`src/hw/rtl/ft_frame_decode_lowpass_assert.svh`:
```
// Assertion macros for the frame decode low-pass block.
// Used by the top level; expects signals clock and reset in scope.
`ifndef FT_FRAME_DECODE_LOWPASS_ASSERT_SVH
`define FT_FRAME_DECODE_LOWPASS_ASSERT_SVH

// same-cycle implication
`define FTFD_ASSERT_NOW(lbl, ante, cons, msg) \
   lbl: assert property (@(posedge clock) disable iff (reset) (ante) |-> (cons)) \
      else $error(msg);

// next-cycle implication
`define FTFD_ASSERT_NEXT(lbl, ante, cons, msg) \
   lbl: assert property (@(posedge clock) disable iff (reset) (ante) |=> (cons)) \
      else $error(msg);

`endif

```
`src/hw/rtl/ftfd_pkg.sv`:
```
// Shared types, constants and helpers for the frame decode low-pass block.
// No dependencies; imported by every module of the block.
package ftfd_pkg;

   localparam int FRAC_BITS = 16;
   localparam int ALPHA_W   = 16;
   localparam int GAIN_W    = 16;
   localparam int WORD_W    = 16;
   localparam int VAL_W     = WORD_W + 1;
   localparam int OUT_W     = 25;
   localparam int STATE_W   = FRAC_BITS + VAL_W + 1;
   localparam int PROD_W    = STATE_W + ALPHA_W + 1;
   localparam int SM_SHIFT  = FRAC_BITS - 8;
   localparam int ANG_SHIFT = FRAC_BITS + 8;
   localparam int LANE_NUM  = 3;
   localparam int SLOT_NUM  = 3;
   localparam longint OUT_LIMIT = 64'sd8388608;

   // frame kinds
   localparam logic [1:0] KIND_MF   = 2'd0;
   localparam logic [1:0] KIND_FM   = 2'd1;
   localparam logic [1:0] KIND_TILT = 2'd2;

   // filter state slots inside a lane
   localparam logic [1:0] SLOT_MF   = 2'd0;
   localparam logic [1:0] SLOT_FM   = 2'd1;
   localparam logic [1:0] SLOT_TILT = 2'd2;

   // register indexes
   localparam int CSR_IDX_W = 2;
   localparam logic [CSR_IDX_W-1:0] REG_ALPHA = 2'd0;
   localparam logic [CSR_IDX_W-1:0] REG_TILT  = 2'd1;
   localparam logic [CSR_IDX_W-1:0] REG_ROLL  = 2'd2;
   localparam logic [CSR_IDX_W-1:0] REG_PITCH = 2'd3;

   localparam logic [ALPHA_W-1:0] ALPHA_RST = 16'd2471;
   localparam logic [GAIN_W-1:0]  GAIN_RST  = 16'd1671;

   typedef struct packed {
      logic       upd;
      logic       neg;
      logic [1:0] slot;
   } lane_ctrl_type;

   typedef struct packed {
      logic signed [STATE_W-1:0] y;
      logic signed [OUT_W-1:0]   smooth;
      logic signed [VAL_W-1:0]   value;
   } lane_res_type;

   // result word, value_a in the lowest bits
   typedef struct packed {
      logic signed [OUT_W-1:0] pitch_angle;
      logic signed [OUT_W-1:0] roll_angle;
      logic signed [OUT_W-1:0] smooth_c;
      logic signed [OUT_W-1:0] smooth_b;
      logic signed [OUT_W-1:0] smooth_a;
      logic signed [VAL_W-1:0] value_c;
      logic signed [VAL_W-1:0] value_b;
      logic signed [VAL_W-1:0] value_a;
   } rsp_data_type;

   function automatic logic signed [OUT_W-1:0] sat_out(input logic signed [63:0] v);
      logic signed [63:0] r;
      if (v > OUT_LIMIT) begin
         r = OUT_LIMIT;
      end else if (v < -OUT_LIMIT) begin
         r = -OUT_LIMIT;
      end else begin
         r = v;
      end
      return OUT_W'(r);
   endfunction

endpackage

```
`src/hw/rtl/ftfd_lane.sv`:
```
// One axis lane: word sign handling, filter state slots and the low-pass update.
// Depends on ftfd_pkg.
module ftfd_lane
   import ftfd_pkg::*;
(
   input  logic                clock,
   input  logic                reset,
   input  logic [WORD_W-1:0]   word,
   input  lane_ctrl_type       ctrl,
   input  logic                upd_step,
   input  logic [ALPHA_W-1:0]  alpha,
   output lane_res_type        res
);

   logic signed [STATE_W-1:0] slot_ff [SLOT_NUM];
   logic signed [VAL_W-1:0]   x;
   logic signed [STATE_W-1:0] target;
   logic signed [STATE_W-1:0] y_cur;
   logic signed [STATE_W-1:0] diff;
   logic signed [PROD_W-1:0]  prod_in, prod_ff;
   logic signed [STATE_W-1:0] y_in, y_ff;
   logic signed [STATE_W-1:0] sm_w;

   always_comb begin
      x = ctrl.neg ? -$signed({word[WORD_W-1], word}) : $signed({word[WORD_W-1], word});
      target = {{(STATE_W-VAL_W-FRAC_BITS){x[VAL_W-1]}}, x, {FRAC_BITS{1'b0}}};
      case (ctrl.slot)
         SLOT_MF: y_cur = slot_ff[0];
         SLOT_FM: y_cur = slot_ff[1];
         default: y_cur = slot_ff[2];
      endcase
      diff    = target - y_cur;
      prod_in = $signed({1'b0, alpha}) * diff;
      y_in    = y_cur + STATE_W'(prod_ff >>> ALPHA_W);
      sm_w    = y_ff >>> SM_SHIFT;
   end

   always_ff @(posedge clock) begin
      prod_ff <= prod_in;
      if (upd_step) begin
         y_ff <= y_in;
      end
   end

   always_ff @(posedge clock) begin
      if (reset) begin
         for (int i = 0; i < SLOT_NUM; i++) begin
            slot_ff[i] <= '0;
         end
      end else if (upd_step && ctrl.upd) begin
         case (ctrl.slot)
            SLOT_MF: slot_ff[0] <= y_in;
            SLOT_FM: slot_ff[1] <= y_in;
            default: slot_ff[2] <= y_in;
         endcase
      end
   end

   assign res.value  = x;
   assign res.smooth = sat_out(64'(sm_w));
   assign res.y      = y_ff;

endmodule

```
`config.mk`:
```
export PLATFORM = sky130hd
export DESIGN_NAME = ftfd_lane
export DESIGN_NICKNAME = d
export VERILOG_FILES = /design/src/hw/rtl/ft_frame_decode_lowpass_assert.svh /design/src/hw/rtl/ftfd_pkg.sv /design/src/hw/rtl/ftfd_lane.sv
export SDC_FILE = /design/constraint.sdc
export NUM_CORES = 2
export LEC_CHECK = 0
export BUFFER_PORTS_ARGS = -buffer_cell sky130_fd_sc_hd__buf_2
export CORE_ASPECT_RATIO = 1.2
export CORE_MARGIN = 4
export CORE_UTILIZATION = 45
export CTS_BUF_LIST = sky130_fd_sc_hd__clkbuf_4 sky130_fd_sc_hd__clkbuf_8
export CTS_CLUSTER_SIZE = 30
export DETAILED_ROUTE_END_ITERATION = 8
export HOLD_SLACK_MARGIN = 0.12
export SLEW_MARGIN = 20
export SYNTH_ARGS = -nofsm -noshare
export SYNTH_HDL_FRONTEND = slang
export SYNTH_SLANG_ARGS = --single-unit
```
`constraint.sdc`:
```
create_clock -name clock -period 8.5 [get_ports clock]
set_clock_uncertainty 0.15 [all_clocks]
set_input_delay 0 -clock clock [delete_from_list [all_inputs] [get_ports clock]]
set_output_delay 0 -clock clock [all_outputs]
set_load 0.02 [all_outputs]
```
==> summary.md <==
| Metric | Value |
|---|---|
| Synth cell count leaders | `inv_1 (636), fa_1 (504), nand2_1 (451), and2_1 (218), ha_1 (171)` |
| Area Overhead vs Synth | `15.3%` |
| YS warnings | `0` |
| XOR/XNOR Fraction of Synth Area | `3.98%` |
| Largest net degree at the start of global routing | `38` |
| Final WL | `76.7 mm` |
| First-pass GRT wire length | `122 mm` |
| Fmax | `120 MHz` |
| Total grt overflow | `0` |
| Worst R2R End | `prod_ff[46]` |
| Family with the most delay on the worst path | `adder cells` |
| Worst Path Arrival | `8.61 ns` |
| Vias/cell | `5.17` |
| Worst Setup End Kind | `register` |
| HPWL after detailed placement | `62.1 mm` |
| Deepest clock path buffer count | `2` |
| Die H | `282 um` |
| Yosys top cell by area | `fa_1` |
| Post-synthesis mux area share | `2.80%` |
| CP max FO | `12` |
| Clock Pin Slew Worst Setup and Hold Paths | `0.09 ns` |
| Final Cycle Share | `98.3%` |
| CTS Sinks | `170` |
| FFs w/ async S/R, synth | `0%` |
| FF/Latch Area | `4760 um^2` |
| CP most frequent cell | `fa_1` |
| Final Wtd Congestion | `0.901` |
| Number of enable flip-flop cells after synthesis | `136` |
| Synth Area in Compound Gates | `6.80%` |
| Worst Path Buf+Inv | `9` |
| RSZ-0062 raised after global routing | `true` |
| Distinct cells, synth | `69` |
| Layout Nets | `4020` |
| Synth Area in Adders | `43.4%` |
| Count of final setup violators | `0` |
| Worst path max stage delay | `0.57 ns` |
| Reg2reg setup slack | `0.17 ns` |
| Starting Density | `45.4%` |
| Die area | `66600 um^2` |
| Syn Inst Count | `3016` |
| Req. time, crit path | `8.76 ns` |
| Most common cell in the netlist | `inv_1` |
| Latest clock arrival within the worst-skew pair | `0.48 ns` |
| Sequential-to-total area share from yosys stat | `16.9%` |
| Synth area leaders | `fa_1 (36%), edfxtp_1 (15%), inv_1 (8.5%)` |
| # IOs | `115` |
| I/O Buffers | `114` |
| DRC violation count after routing | `0` |
| Slowest cell on the critical path | `fa_1` |
| WS Path Type | `in2reg` |
| R2R cell count | `34` |
| Largest family of logic cells by synthesized area | `adder cells` |
| Rows | `100` |
| Syn nets | `3730` |
| Area share of the largest cell type after synthesis | `35.8%` |
| Startpoint of the worst hold path | `word[14]` |
| Drt first pass iters | `5` |
| Hold path endpoint | `res[14]` |
| Minimum clock period | `8.35 ns` |
| Relative slew slack | `33.0%` |
| Synth Flop Type | `edfxtp_1` |
| CTS Root Cell | `clkbuf_8` |
| Die Width | `236 um` |
| Hold Path Depth | `3` |
| Hold Vio Cnt, Final | `0` |
| All-Layer GR Usage | `22.9%` |
| Initial antenna violation count | `2` |
| CTS Buf Count | `17` |
| Layout cells sized above 1 | `16.6%` |
| Area of the multi-input gates | `21000 um^2` |
| Via count | `21400` |
| Syn avg cell area | `9.33 um^2` |
| Worst min path class | `in2out` |
| Area share of and/or/nand/nor cells after synthesis | `15.6%` |
| Worst r2r src | `slot_ff[0][17]` |
| CORE AREA | `62100 um^2` |
| First DRT Iteration DRCs | `1289` |
| Drt wl/cell | `18.5 um` |
| Crit start category | `input pin` |
| CTS tree | `yes` |
| Filler Cells Inserted | `5735` |
| Fin. max-slew vios | `0` |
| Synthesized flop and latch total | `170` |
| Least-Margin Pin Slew | `0.994 ns` |
| Final ANT Viol Nets | `0` |
| Vias in the first global route | `23300` |
| Max cap viols | `0` |
| Outcome | `completed` |
| Hold slack | `0.201 ns` |
| Htree depth | `4` |
| Netlist Area Pre-Place | `28200 um^2` |
[per-layer routing]
layer  vias up  track usage [%]  share of wire, %
met2       632             40.9                51
li1       9839                -                 -
met1     10800             29.5                42
met4         2             6.54               2.6
met5         -                0             0.017
met3       107             2.61               5.2
[repair_timing]
action                                  4_1_cts  5_1_grt
pin swaps                                     2       74
endpoints found under the hold margin        99        0
gates resized for setup                       9       96
endpoints found under the setup margin       11       19
hold buffers                                  4        0
setup buffers                                 5       20
[worst max path at each step]
stage          slack, ns           to      startpoint  cells past startpoint
2_1_floorplan      -0.02  prod_ff[48]         word[5]                     37
3_3_place_gp       -0.38  prod_ff[46]         word[0]                     37
3_5_place_dp       -0.51  prod_ff[46]         word[0]                     37
4_1_cts            0.004  prod_ff[41]  slot_ff[0][42]                     33
5_1_grt            -0.23  prod_ff[46]  slot_ff[0][17]                     36
6_report            0.15  prod_ff[46]         word[0]                     36
[cell usage in the layout, fill, tap and decap left out, types with 24 or more instances in the layout]
master | Yosys | final
o21ai_0 | 61 | 51
nand2_1 | 451 | 445
nor2_1 | 64 | 64
xnor2_1 | 91 | 83
buf_4 | 1 | 266
mux2i_1 | 48 | 46
a21oi_1 | 68 | 56
fa_1 | 504 | 497
dfxtp_1 | 34 | 34
ha_1 | 171 | 162
buf_2 | 5 | 114
and2_1 | 218 | 215
nand2b_1 | 37 | 37
inv_1 | 636 | 630
nor2b_1 | 34 | 33
xor2_1 | 37 | 36
a21o_1 | 46 | 46
edfxtp_1 | 136 | 136
nor3_1 | 25 | 24
[worst min-delay path, delay by kind of cell]
family    cells  cell delay [ns]
xor+xnor      1             0.09
buf+inv       2             0.27
[flip-flops by register name (all words and copies together), names as in the netlist]
signal / flops
y_ff: 34
prod_ff: 34
slot_ff: 102
[through the flow]
step	setup WS [ns]	instance area, um^2	cells	TNS (ns)	util [%]
2_1_floorplan	-0.0224	28200	3016	-0.0224	-
3_3_place_gp	-0.384	31400	4075	-3.32	50.5
3_5_place_dp	-0.512	31400	4075	-5.56	50.5
4_1_cts	0.00437	31900	4116	0	51.3
5_1_grt	-0.230	32500	4136	-1.09	52.3
6_report	0.149	32500	4136	0	52.3
[cell type report]
class | instances | area share, %
well taps | 816 | 3.14
flip-flops and latches | 170 | 14.7
inverters | 636 | 7.35
clock buffers | 17 | 0.721
repair buffers | 403 | 9.00
diodes | 1 | 0.00771
multi-input cells | 2078 | 64.6
clock inverters | 15 | 0.455
[cells by family after synthesis]
logic type / after synthesis
mux: 73
xor+xnor: 128
fa+ha+maj: 675
flops: 170
simple gates: 908
buf+inv: 768
compound gates: 294
Power is not shown: default switching activity piles up to over one toggle a cycle in this logic, so the estimate is an artifact.
